File: src/rtl/oaf_pkg.sv
// ----------------------------------------------------------------------------
// oaf_pkg
// Shared types and constants for the obstacle avoidance force unit.
// ----------------------------------------------------------------------------
package oaf_pkg;

    localparam int QBITS       = 13;
    localparam int RADIUS_W    = 15;
    localparam int FORCE_W     = 24;
    localparam int AVOID_W     = 21;
    localparam int SMOOTH_K    = 12288;
    localparam logic [RADIUS_W-1:0] BOID_RADIUS_RST = 15'd256;

    typedef enum logic [3:0] {
        ST_IDLE,
        ST_SQ,
        ST_SQRT,
        ST_CHECK,
        ST_DIV,
        ST_SMA,
        ST_SMB,
        ST_MULA,
        ST_MULB,
        ST_ADD,
        ST_EMIT
    } seq_state_t;

endpackage

File: src/rtl/oaf_front.sv
// ----------------------------------------------------------------------------
// oaf_front
// Forms per-axis offset magnitudes and signs for one input word.
// ----------------------------------------------------------------------------
module oaf_front #(
    parameter int W = 16
) (
    input  logic signed [W-1:0]                 boid_x,
    input  logic signed [W-1:0]                 boid_y,
    input  logic signed [W-1:0]                 boid_z,
    input  logic signed [W-1:0]                 obstacle_x,
    input  logic signed [W-1:0]                 obstacle_y,
    input  logic signed [W-1:0]                 obstacle_z,
    input  logic [oaf_pkg::RADIUS_W-1:0]        obstacle_radius,
    input  logic                                last_obstacle,
    output logic [3*(W+1)+3+oaf_pkg::RADIUS_W:0] entry
);

    localparam int MW = W + 1;

    logic signed [MW-1:0] dx, dy, dz;
    logic [MW-1:0]        mx, my, mz;

    assign dx = MW'(obstacle_x) - MW'(boid_x);
    assign dy = MW'(obstacle_y) - MW'(boid_y);
    assign dz = MW'(obstacle_z) - MW'(boid_z);

    assign mx = dx[MW-1] ? MW'(-dx) : MW'(dx);
    assign my = dy[MW-1] ? MW'(-dy) : MW'(dy);
    assign mz = dz[MW-1] ? MW'(-dz) : MW'(dz);

    assign entry = {last_obstacle, obstacle_radius, dz[MW-1], dy[MW-1], dx[MW-1], mz, my, mx};

endmodule

File: src/rtl/oaf_queue.sv
// ----------------------------------------------------------------------------
// oaf_queue
// Two-entry queue between the front and the sequencer.
// ----------------------------------------------------------------------------
module oaf_queue #(
    parameter int WIDTH = 8
) (
    input  logic             clk,
    input  logic             rst_n,
    input  logic             push_valid,
    output logic             push_ready,
    input  logic [WIDTH-1:0] push_data,
    output logic             pop_valid,
    input  logic             pop_ready,
    output logic [WIDTH-1:0] pop_data
);

    logic [WIDTH-1:0] mem [2];
    logic [1:0]       count_reg, count_next;
    logic             wr_ptr_reg, rd_ptr_reg;
    logic             do_push, do_pop;

    assign push_ready = (count_reg != 2'd2);
    assign pop_valid  = (count_reg != 2'd0);
    assign pop_data   = mem[rd_ptr_reg];
    assign do_push    = push_valid && push_ready;
    assign do_pop     = pop_valid && pop_ready;

    always_comb
    begin
        count_next = count_reg;
        if (do_push && !do_pop)
        begin
            count_next = count_reg + 2'd1;
        end
        else if (do_pop && !do_push)
        begin
            count_next = count_reg - 2'd1;
        end
    end

    always_ff @(posedge clk or negedge rst_n)
    begin
        if (!rst_n)
        begin
            count_reg  <= 2'd0;
            wr_ptr_reg <= 1'b0;
            rd_ptr_reg <= 1'b0;
        end
        else
        begin
            count_reg <= count_next;
            if (do_push)
            begin
                wr_ptr_reg <= !wr_ptr_reg;
            end
            if (do_pop)
            begin
                rd_ptr_reg <= !rd_ptr_reg;
            end
        end
    end

    always_ff @(posedge clk)
    begin
        if (do_push)
        begin
            mem[wr_ptr_reg] <= push_data;
        end
    end

endmodule

File: src/rtl/oaf_seq.sv
// ----------------------------------------------------------------------------
// oaf_seq
// Sequencer: distance root, shared divider, smoothstep and saturating sums.
// ----------------------------------------------------------------------------
module oaf_seq #(
    parameter int W = 16
) (
    input  logic                                 clk,
    input  logic                                 rst_n,
    input  logic [oaf_pkg::RADIUS_W-1:0]         boid_radius,
    input  logic                                 q_valid,
    output logic                                 q_ready,
    input  logic [3*(W+1)+3+oaf_pkg::RADIUS_W:0] q_data,
    output logic                                 out_valid,
    input  logic                                 out_ready,
    output logic signed [oaf_pkg::FORCE_W-1:0]   force_x,
    output logic signed [oaf_pkg::FORCE_W-1:0]   force_y,
    output logic signed [oaf_pkg::FORCE_W-1:0]   force_z
);

    localparam int MW   = W + 1;
    localparam int RW   = W + 6;
    localparam int RADW = 2 * RW;
    localparam int AVW  = oaf_pkg::AVOID_W;
    localparam int DVW  = (RW > AVW) ? RW : AVW;
    localparam int UNW  = MW + 16;
    localparam int TNW  = DVW + 12;
    localparam int NW   = (UNW > TNW) ? UNW : TNW;
    localparam int DSW  = DVW + oaf_pkg::QBITS - 1;
    localparam int CMW  = (NW > DSW) ? NW : DSW;
    localparam int CW   = ($clog2(RW) > 4) ? $clog2(RW) : 4;
    localparam int QB   = oaf_pkg::QBITS;
    localparam int RDW  = oaf_pkg::RADIUS_W;
    localparam int FW   = oaf_pkg::FORCE_W;
    localparam int CNW  = 21;
    localparam int SW   = FW + 2;

    oaf_pkg::seq_state_t state_reg, state_next;

    logic [MW-1:0]        mag_reg [3];
    logic [2:0]           neg_reg;
    logic [RDW-1:0]       rad_reg;
    logic                 last_reg;
    logic                 inside_reg, inside_next;
    logic [1:0]           axis_reg, axis_next;
    logic [CW-1:0]        cnt_reg, cnt_next;
    logic [RADW-1:0]      rdc_reg, rdc_next;
    logic [RW+1:0]        srem_reg, srem_next;
    logic [RW-1:0]        root_reg, root_next;
    logic [NW-1:0]        drem_reg, drem_next;
    logic [DSW-1:0]       dsh_reg, dsh_next;
    logic [QB-1:0]        q_reg, q_next;
    logic [QB-1:0]        u_reg [3];
    logic [QB-1:0]        t_reg;
    logic [2*QB-1:0]      tt_reg;
    logic [QB-1:0]        s_reg;
    logic [QB+RDW-1:0]    p_reg;
    logic [CNW-1:0]       c_reg;
    logic signed [FW-1:0] sum_reg [3];
    logic signed [FW-1:0] fx_reg, fy_reg, fz_reg;
    logic                 out_valid_reg;

    logic [2*MW-1:0]      sq;
    logic [RW+3:0]        cand, trial;
    logic [DVW-1:0]       dist_x, avoid_x, rad12_x;
    logic                 skip;
    logic [CMW-1:0]       cmp_rem, cmp_sh;
    logic                 div_ge;
    logic [QB-1:0]        q_done;
    logic [QB:0]          kfac;
    logic [3*QB:0]        sprod;
    logic [QB+RDW+QB-1:0] cprod;
    logic [CNW-1:0]       contrib;
    logic signed [SW-1:0] acc;
    logic                 can_emit;

    assign q_ready   = (state_reg == oaf_pkg::ST_IDLE);
    assign out_valid = out_valid_reg;
    assign force_x   = fx_reg;
    assign force_y   = fy_reg;
    assign force_z   = fz_reg;
    assign can_emit  = !out_valid_reg || out_ready;

    assign sq    = mag_reg[axis_reg] * mag_reg[axis_reg];
    assign cand  = {srem_reg, rdc_reg[RADW-1 -: 2]};
    assign trial = (RW+4)'({root_reg, 2'b01});

    assign dist_x  = DVW'(root_reg);
    assign avoid_x = DVW'({(17'(boid_radius) + 17'({rad_reg, 1'b0})), 4'b0000});
    assign rad12_x = DVW'({rad_reg, 4'b0000});
    assign skip    = (root_reg == '0) || (dist_x > avoid_x);

    assign cmp_rem = CMW'(drem_reg);
    assign cmp_sh  = CMW'(dsh_reg);
    assign div_ge  = (cmp_rem >= cmp_sh);
    assign q_done  = {q_reg[QB-2:0], div_ge};

    assign kfac    = (QB+1)'(oaf_pkg::SMOOTH_K) - (QB+1)'({t_reg, 1'b0});
    assign sprod   = tt_reg * kfac;
    assign cprod   = p_reg * s_reg;
    assign contrib = inside_reg ? CNW'(u_reg[axis_reg]) : c_reg;

    always_comb
    begin
        acc = neg_reg[axis_reg] ? (SW'(sum_reg[axis_reg]) + SW'(contrib))
                                : (SW'(sum_reg[axis_reg]) - SW'(contrib));
    end

    // next state
    always_comb
    begin
        state_next = state_reg;
        unique case (state_reg)
            oaf_pkg::ST_IDLE:
            begin
                if (q_valid)
                begin
                    state_next = oaf_pkg::ST_SQ;
                end
            end
            oaf_pkg::ST_SQ:
            begin
                if (axis_reg == 2'd2)
                begin
                    state_next = oaf_pkg::ST_SQRT;
                end
            end
            oaf_pkg::ST_SQRT:
            begin
                if (cnt_reg == '0)
                begin
                    state_next = oaf_pkg::ST_CHECK;
                end
            end
            oaf_pkg::ST_CHECK:
            begin
                if (skip)
                begin
                    state_next = last_reg ? oaf_pkg::ST_EMIT : oaf_pkg::ST_IDLE;
                end
                else
                begin
                    state_next = oaf_pkg::ST_DIV;
                end
            end
            oaf_pkg::ST_DIV:
            begin
                if (cnt_reg == '0)
                begin
                    if (axis_reg == 2'd3)
                    begin
                        state_next = oaf_pkg::ST_SMA;
                    end
                    else if (axis_reg == 2'd2 && inside_reg)
                    begin
                        state_next = oaf_pkg::ST_ADD;
                    end
                end
            end
            oaf_pkg::ST_SMA:
            begin
                state_next = oaf_pkg::ST_SMB;
            end
            oaf_pkg::ST_SMB:
            begin
                state_next = oaf_pkg::ST_MULA;
            end
            oaf_pkg::ST_MULA:
            begin
                state_next = oaf_pkg::ST_MULB;
            end
            oaf_pkg::ST_MULB:
            begin
                state_next = oaf_pkg::ST_ADD;
            end
            oaf_pkg::ST_ADD:
            begin
                if (axis_reg == 2'd2)
                begin
                    state_next = last_reg ? oaf_pkg::ST_EMIT : oaf_pkg::ST_IDLE;
                end
                else if (!inside_reg)
                begin
                    state_next = oaf_pkg::ST_MULA;
                end
            end
            oaf_pkg::ST_EMIT:
            begin
                if (can_emit)
                begin
                    state_next = oaf_pkg::ST_IDLE;
                end
            end
            default:
            begin
                state_next = oaf_pkg::ST_IDLE;
            end
        endcase
    end

    // datapath
    always_comb
    begin
        axis_next   = axis_reg;
        cnt_next    = cnt_reg;
        rdc_next    = rdc_reg;
        srem_next   = srem_reg;
        root_next   = root_reg;
        drem_next   = drem_reg;
        dsh_next    = dsh_reg;
        q_next      = q_reg;
        inside_next = inside_reg;
        unique case (state_reg)
            oaf_pkg::ST_IDLE:
            begin
                axis_next = 2'd0;
                rdc_next  = '0;
            end
            oaf_pkg::ST_SQ:
            begin
                rdc_next  = rdc_reg + RADW'({sq, 8'h00});
                axis_next = axis_reg + 2'd1;
                cnt_next  = CW'(RW - 1);
                srem_next = '0;
                root_next = '0;
            end
            oaf_pkg::ST_SQRT:
            begin
                rdc_next = rdc_reg << 2;
                cnt_next = cnt_reg - CW'(1);
                if (cand >= trial)
                begin
                    srem_next = (RW+2)'(cand - trial);
                    root_next = {root_reg[RW-2:0], 1'b1};
                end
                else
                begin
                    srem_next = cand[RW+1:0];
                    root_next = {root_reg[RW-2:0], 1'b0};
                end
            end
            oaf_pkg::ST_CHECK:
            begin
                inside_next = (dist_x < rad12_x);
                axis_next   = 2'd0;
                drem_next   = NW'({mag_reg[0], 16'h0000});
                dsh_next    = {dist_x, {(QB-1){1'b0}}};
                q_next      = '0;
                cnt_next    = CW'(QB - 1);
            end
            oaf_pkg::ST_DIV:
            begin
                q_next   = q_done;
                dsh_next = dsh_reg >> 1;
                cnt_next = cnt_reg - CW'(1);
                if (div_ge)
                begin
                    drem_next = NW'(cmp_rem - cmp_sh);
                end
                if (cnt_reg == '0)
                begin
                    q_next   = '0;
                    cnt_next = CW'(QB - 1);
                    if (axis_reg == 2'd2 && inside_reg)
                    begin
                        axis_next = 2'd0;
                    end
                    else if (axis_reg == 2'd2)
                    begin
                        axis_next = 2'd3;
                        drem_next = NW'({avoid_x - dist_x, 12'h000});
                        dsh_next  = {avoid_x, {(QB-1){1'b0}}};
                    end
                    else if (axis_reg != 2'd3)
                    begin
                        axis_next = axis_reg + 2'd1;
                        drem_next = NW'({mag_reg[axis_reg + 2'd1], 16'h0000});
                        dsh_next  = {dist_x, {(QB-1){1'b0}}};
                    end
                    else
                    begin
                        axis_next = 2'd0;
                    end
                end
            end
            oaf_pkg::ST_ADD:
            begin
                axis_next = axis_reg + 2'd1;
            end
            default:
            begin
            end
        endcase
    end

    always_ff @(posedge clk or negedge rst_n)
    begin
        if (!rst_n)
        begin
            state_reg     <= oaf_pkg::ST_IDLE;
            out_valid_reg <= 1'b0;
            sum_reg[0]    <= '0;
            sum_reg[1]    <= '0;
            sum_reg[2]    <= '0;
        end
        else
        begin
            state_reg <= state_next;
            if (state_reg == oaf_pkg::ST_EMIT && can_emit)
            begin
                out_valid_reg <= 1'b1;
            end
            else if (out_valid_reg && out_ready)
            begin
                out_valid_reg <= 1'b0;
            end
            if (state_reg == oaf_pkg::ST_ADD)
            begin
                if (acc > SW'((1 << (FW - 1)) - 1))
                begin
                    sum_reg[axis_reg] <= FW'((1 << (FW - 1)) - 1);
                end
                else if (acc < -SW'(1 << (FW - 1)))
                begin
                    sum_reg[axis_reg] <= FW'(-SW'(1 << (FW - 1)));
                end
                else
                begin
                    sum_reg[axis_reg] <= FW'(acc);
                end
            end
            if (state_reg == oaf_pkg::ST_EMIT && can_emit)
            begin
                sum_reg[0]    <= '0;
                sum_reg[1]    <= '0;
                sum_reg[2]    <= '0;
            end
        end
    end

    always_ff @(posedge clk)
    begin
        axis_reg   <= axis_next;
        cnt_reg    <= cnt_next;
        rdc_reg    <= rdc_next;
        srem_reg   <= srem_next;
        root_reg   <= root_next;
        drem_reg   <= drem_next;
        dsh_reg    <= dsh_next;
        q_reg      <= q_next;
        inside_reg <= inside_next;
        if (state_reg == oaf_pkg::ST_IDLE && q_valid)
        begin
            mag_reg[0] <= q_data[MW-1:0];
            mag_reg[1] <= q_data[2*MW-1:MW];
            mag_reg[2] <= q_data[3*MW-1:2*MW];
            neg_reg    <= q_data[3*MW+2:3*MW];
            rad_reg    <= q_data[3*MW+3+RDW-1:3*MW+3];
            last_reg   <= q_data[3*MW+3+RDW];
        end
        if (state_reg == oaf_pkg::ST_DIV && cnt_reg == '0)
        begin
            if (axis_reg == 2'd3)
            begin
                t_reg <= q_done;
            end
            else
            begin
                u_reg[axis_reg] <= q_done;
            end
        end
        if (state_reg == oaf_pkg::ST_SMA)
        begin
            tt_reg <= t_reg * t_reg;
        end
        if (state_reg == oaf_pkg::ST_SMB)
        begin
            s_reg <= sprod[24 +: QB];
        end
        if (state_reg == oaf_pkg::ST_MULA)
        begin
            p_reg <= u_reg[axis_reg] * rad_reg;
        end
        if (state_reg == oaf_pkg::ST_MULB)
        begin
            c_reg <= cprod[20 +: CNW];
        end
        if (state_reg == oaf_pkg::ST_EMIT && can_emit)
        begin
            fx_reg <= sum_reg[0];
            fy_reg <= sum_reg[1];
            fz_reg <= sum_reg[2];
        end
    end

endmodule

File: src/rtl/obstacle_avoidance_force_unit.sv
// ----------------------------------------------------------------------------
// obstacle_avoidance_force_unit
// Boid obstacle avoidance force, summed over a stream of obstacles.
//
//   channel  signals                      moves
//   in       in_valid / in_ready          one obstacle word per handshake
//   out      out_valid / out_ready        summed force word on last obstacle
//   cfg      cfg_we / cfg_wdata           boid radius
//
// Per word: a pop, 3 squares, a (COORD_WIDTH+6)-bit root and a check; in
// reach, 3 or 4 divides, then 3 adds (inside) or a smoothstep and 3
// multiply-add passes (outside); the last word then takes an emit step.
// Reset clears the sums and sets boid radius to 256. A two-word queue lets
// input run ahead; a held result word stalls only the next emit.
// ----------------------------------------------------------------------------
module obstacle_avoidance_force_unit #(
    parameter int COORD_WIDTH = 16
) (
    input  logic                                clk,
    input  logic                                rst_n,
    input  logic                                cfg_we,
    input  logic [oaf_pkg::RADIUS_W-1:0]        cfg_wdata,
    input  logic                                in_valid,
    output logic                                in_ready,
    input  logic signed [COORD_WIDTH-1:0]       boid_x,
    input  logic signed [COORD_WIDTH-1:0]       boid_y,
    input  logic signed [COORD_WIDTH-1:0]       boid_z,
    input  logic signed [COORD_WIDTH-1:0]       obstacle_x,
    input  logic signed [COORD_WIDTH-1:0]       obstacle_y,
    input  logic signed [COORD_WIDTH-1:0]       obstacle_z,
    input  logic [oaf_pkg::RADIUS_W-1:0]        obstacle_radius,
    input  logic                                last_obstacle,
    output logic                                out_valid,
    input  logic                                out_ready,
    output logic signed [oaf_pkg::FORCE_W-1:0]  force_x,
    output logic signed [oaf_pkg::FORCE_W-1:0]  force_y,
    output logic signed [oaf_pkg::FORCE_W-1:0]  force_z
);

    localparam int EW = 3 * (COORD_WIDTH + 1) + 3 + oaf_pkg::RADIUS_W + 1;

    logic [oaf_pkg::RADIUS_W-1:0] boid_radius_reg;
    logic [EW-1:0]                entry, q_data;
    logic                         q_valid, q_ready;

    always_ff @(posedge clk or negedge rst_n)
    begin
        if (!rst_n)
        begin
            boid_radius_reg <= oaf_pkg::BOID_RADIUS_RST;
        end
        else if (cfg_we)
        begin
            boid_radius_reg <= cfg_wdata;
        end
    end

    oaf_front #(.W(COORD_WIDTH)) u_front (
        .boid_x          (boid_x),
        .boid_y          (boid_y),
        .boid_z          (boid_z),
        .obstacle_x      (obstacle_x),
        .obstacle_y      (obstacle_y),
        .obstacle_z      (obstacle_z),
        .obstacle_radius (obstacle_radius),
        .last_obstacle   (last_obstacle),
        .entry           (entry)
    );

    oaf_queue #(.WIDTH(EW)) u_queue (
        .clk        (clk),
        .rst_n      (rst_n),
        .push_valid (in_valid),
        .push_ready (in_ready),
        .push_data  (entry),
        .pop_valid  (q_valid),
        .pop_ready  (q_ready),
        .pop_data   (q_data)
    );

    oaf_seq #(.W(COORD_WIDTH)) u_seq (
        .clk         (clk),
        .rst_n       (rst_n),
        .boid_radius (boid_radius_reg),
        .q_valid     (q_valid),
        .q_ready     (q_ready),
        .q_data      (q_data),
        .out_valid   (out_valid),
        .out_ready   (out_ready),
        .force_x     (force_x),
        .force_y     (force_y),
        .force_z     (force_z)
    );

endmodule

File: config.mk
export PLATFORM = sky130hd
export DESIGN_NAME = obstacle_avoidance_force_unit
export DESIGN_NICKNAME = d
export VERILOG_FILES = /design/src/rtl/oaf_pkg.sv /design/src/rtl/oaf_front.sv /design/src/rtl/oaf_queue.sv /design/src/rtl/oaf_seq.sv /design/src/rtl/obstacle_avoidance_force_unit.sv
export SDC_FILE = /design/constraint.sdc
export NUM_CORES = 2
export LEC_CHECK = 0
export ABC_AREA = 1
export BUFFER_PORTS_ARGS = -buffer_cell sky130_fd_sc_hd__clkbuf_2
export CAP_MARGIN = 20
export CORE_UTILIZATION = 50
export DETAILED_ROUTE_END_ITERATION = 12
export GPL_TIMING_DRIVEN = 0
export PLACE_DENSITY = 0.66
export SLEW_MARGIN = 30
export SYNTH_ARGS = -nofsm -noshare
export SYNTH_HDL_FRONTEND = slang
export SYNTH_SLANG_ARGS = --single-unit
File: constraint.sdc
create_clock -name clk -period 17 [get_ports clk]
set_input_delay 0.85 -clock clk [delete_from_list [all_inputs] [get_ports clk]]
set_output_delay 0.85 -clock clk [all_outputs]
set_load 0.1 [all_outputs]
==> impl_table.tex <==
\begin{tabular}{lr}
\hline
Metric & Value \\
\hline
\multicolumn{2}{l}{\textbf{Run status}} \\
\quad Result of the run & finished, final reports clean \\
\multicolumn{2}{l}{\textbf{Yosys}} \\
\quad Warnings, synthesis & 0 \\
\quad Predominant post-synthesis flop cell & sky130\_fd\_sc\_hd\_\_edfxtp\_1 \\
\quad Ranking of synthesized cells by area & sky130\_fd\_sc\_hd\_\_fa\_1 (24\%), sky130\_fd\_sc\_hd\_\_edfxtp\_1 (22\%), sky130\_fd\_sc\_hd\_\_nand2\_1 (11\%) \\
\quad Post-synth EDFFs & 591 \\
\quad Count of cell types in the netlist & 69 \\
\quad Sequential-to-total area share from yosys stat & 0.249 \\
\quad Mean instance size in the synthesized netlist & 8.25 um\^{}2 \\
\quad Synthesized netlist net count & 11600 \\
\quad Number of storage elements in the synthesis netlist & 689 \\
\quad FFs w/ async S/R, synth & 0.139 \\
\quad Post-synth design cell area & 81100 um\^{}2 \\
\quad Number of instances in the synthesized netlist & 9833 \\
\quad Area fraction of the dominant cell type after synthesis & 0.241 \\
\quad Post-synth top area cell & sky130\_fd\_sc\_hd\_\_fa\_1 \\
\multicolumn{2}{l}{\textbf{Finish}} \\
\quad Number of nets in the layout & 11900 \\
\quad FILL cells & 15200 \\
\quad Commonest cells after routing, fill and taps aside & sky130\_fd\_sc\_hd\_\_nand2\_1 (2345), sky130\_fd\_sc\_hd\_\_inv\_1 (1961), sky130\_fd\_sc\_hd\_\_fa\_1 (975), sky130\_fd\_sc\_hd\_\_nor2\_1 (766), sky130\_fd\_sc\_hd\_\_ha\_1 (647) \\
\quad Most frequent standard cell in the layout excluding fill and tap cells & sky130\_fd\_sc\_hd\_\_nand2\_1 \\
\quad Fraction of final layout cells with drive strength greater than 1 & 0.0498 \\
\quad Synthesis-to-finish area growth & 8.71\% \\
\quad Final standard cell count with taps included and fillers excluded & 12400 \\
\quad Flip-flop count of the largest register after layout & 140 \\
\multicolumn{2}{l}{\textbf{Global route}} \\
\quad Antenna violations before repair & 5 \\
\quad Pin count of the biggest net entering global routing & 53 \\
\quad Via count of the first global-routing pass & 67800 \\
\quad Wire length of the first global-routing pass & 385000 um \\
\quad Grt ovf & 0 \\
\quad Global-route usage over all layers & 0.306 \\
\multicolumn{2}{l}{\textbf{Timing}} \\
\quad Worst slew slack as a fraction of its limit & 0.303 \\
\quad Number of hold violations in the final report & 0 \\
\quad Unrepaired setup endpoints after global routing & false \\
\quad Actual slew at the worst max-slew pin & 1050 ps \\
\quad Number of slew-limit violations in the final report & 0 \\
\quad FMAX & 0.0894 GHz \\
\quad Final clock skew & 68.5 ps \\
\quad Final number of setup-violating endpoints & 0 \\
\quad Aggregate negative setup slack & 0 ps \\
\quad Clock period minus final worst setup slack & 11190 ps \\
\quad Final Cycle Share & 0.658 \\
\multicolumn{2}{l}{\textbf{Run}} \\
\quad Total of max-cap violations & 0 \\
\multicolumn{2}{l}{\textbf{Placement}} \\
\quad Final HPWL DP & 207000 um \\
\quad Placed insts & 12200 \\
\quad Port bufs & 204 \\
\quad RePlAce Congestion & 1.01 \\
\multicolumn{2}{l}{\textbf{CTS}} \\
\quad Buffers inserted by post-CTS timing repair & 0 \\
\quad Cts hold-fix bufs & 0 \\
\quad Latest clock arrival within the worst-skew pair & 730 ps \\
\quad Post-CTS resize count & 0 \\
\quad Clock buffer count from CTS & 82 \\
\quad Level count of the clock H-tree & 3 \\
\quad TritonCTS clock tree & yes \\
\quad Register clock-pin slew on the reported worst setup and hold paths & 70 ps \\
\quad Clock net sink count & 689 \\
\quad Clock root buffer master & sky130\_fd\_sc\_hd\_\_clkbuf\_16 \\
\quad Maximum count of clock buffers along a single path & 3 \\
\multicolumn{2}{l}{\textbf{Floorplan}} \\
\quad Area of the die & 164000 um\^{}2 \\
\quad Width of the chip & 405 um \\
\quad Initial core utilization & 0.505 \\
\quad Num rows & 147 \\
\quad I/O pins & 206 \\
\quad Chip height & 405 um \\
\quad Placeable Area & 161000 um\^{}2 \\
\multicolumn{2}{l}{\textbf{Route}} \\
\quad Final wirelength & 248000 um \\
\quad Iteration count of the initial detailed-routing pass & 8 \\
\quad Via count of the routed design & 67000 \\
\quad Via density & 5.42 \\
\quad Routed Antenna Nets & 0 \\
\quad Number of remaining DRC errors & 0 \\
\quad WL/cell & 20.1 um \\
\quad Iteration-0 DRC count of the detailed router & 5707 \\
\multicolumn{2}{l}{\textbf{Setup path}} \\
\quad Cell repeated most along the worst path & sky130\_fd\_sc\_hd\_\_nand2\_1 \\
\quad Cell with the largest stage delay on the worst path & sky130\_fd\_sc\_hd\_\_clkbuf\_1 \\
\quad Endpoint kind of the worst setup timing path & flip-flop \\
\quad Crit path launch type & flip-flop \\
\quad Arrival time of the worst setup path & 11720 ps \\
\quad Worst path buffer plus inverter count & 10 \\
\quad Crit path max fanout & 10 \\
\quad Endpoint required time on the critical path & 17530 ps \\
\quad Family with the most delay on the worst path & adder cells \\
\quad Worst setup path category & reg2reg \\
\quad Slowest stage delay, CP & 590 ps \\
\multicolumn{2}{l}{\textbf{Min path}} \\
\quad Path type of the worst min-delay path & in2async \\
\hline
\end{tabular}
layer usage:
metal / track usage / up-vias / share of wire
li1: - / 31400 / -
met1: 0.391 / 32800 / 0.41
met2: 0.523 / 2309 / 0.48
met3: 0.0353 / 515 / 0.060
met4: 0.137 / 4 / 0.049
met5: 0 / - / 0.00010
through the flow:
stage | util | instance area (um^2) | hold WS (ps) | worst slack (ps)
floorplan | - | 81100 | 425 | 8540
global route | 0.548 | 88200 | 70.2 | 4960
global placement | 0.528 | 84800 | 434 | 5900
finish | 0.548 | 88200 | 60.4 | 5810
CTS | 0.548 | 88200 | 28.3 | 5950
detailed placement | 0.532 | 85500 | 430 | 6020
synthesized netlist by cell type, types with 96 or more instances:
master                        n
sky130_fd_sc_hd__a21oi_1    516
sky130_fd_sc_hd__nand2_1   2345
sky130_fd_sc_hd__nand3_1    268
sky130_fd_sc_hd__edfxtp_1   591
sky130_fd_sc_hd__ha_1       647
sky130_fd_sc_hd__o21ai_0    420
sky130_fd_sc_hd__fa_1       975
sky130_fd_sc_hd__xnor2_1    103
sky130_fd_sc_hd__inv_1     1963
sky130_fd_sc_hd__clkbuf_1   260
sky130_fd_sc_hd__nand4_1     96
sky130_fd_sc_hd__nor2_1     779
sky130_fd_sc_hd__xor2_1     201
cell families after synthesis:
| kind of cell | count (synthesis) | synth area share |
|---|---|---|
| AOI/OAI and AO/OA | 1233 | 0.0849 |
| xor gates and xnor gates | 304 | 0.0328 |
| adders and majority gates | 1622 | 0.340 |
| buffers and inverters | 2315 | 0.109 |
| DFF | 689 | 0.249 |
| muxes | 14 | 0.00194 |
| and+or+nand+nor | 3656 | 0.182 |
area by class of cell:
type / count / area, um^2 / share of cell area
Multi-Input combinational cell: 6829 / 52200 / 0.592
Sequential cell: 689 / 20200 / 0.229
Inverter: 1986 / 7460 / 0.0847
Tap cell: 2160 / 2700 / 0.0307
Clock buffer: 98 / 2130 / 0.0242
Timing Repair Buffer: 225 / 1560 / 0.0177
Buffer: 329 / 1360 / 0.0154
Clock inverter: 50 / 561 / 0.00636
Antenna cell: 1 / 2.50 / 0.0000284
path summary, 6_finish.rpt:
check / slack [ps] / cells after the start / end / from
setup / recovery: 5810 / 43 / u_seq.rdc_reg[43]$_SDFFCE_PN0P_ / flip-flop
hold / removal: 60 / 1 / u_seq.sum_reg[28]$_DFFE_PN0P_ / rst_n
setup reg to reg: 5810 / 43 / u_seq.rdc_reg[43]$_SDFFCE_PN0P_ / flip-flop
hold reg to reg: 440 / 0 / u_seq.force_z[9]$_DFFE_PP_ / u_seq.sum_reg[9]$_DFFE_PN0P_
max in group asynchronous: 16160 / 2 / boid_radius_reg[8]$_DFFE_PN1P_ / rst_n
min in group clk: 340 / 1 / u_queue.mem[1][68]$_DFFE_PP_ / obstacle_radius[14]
Power is not shown: default switching activity piles up to over one toggle a cycle in this logic, so the estimate is an artifact.
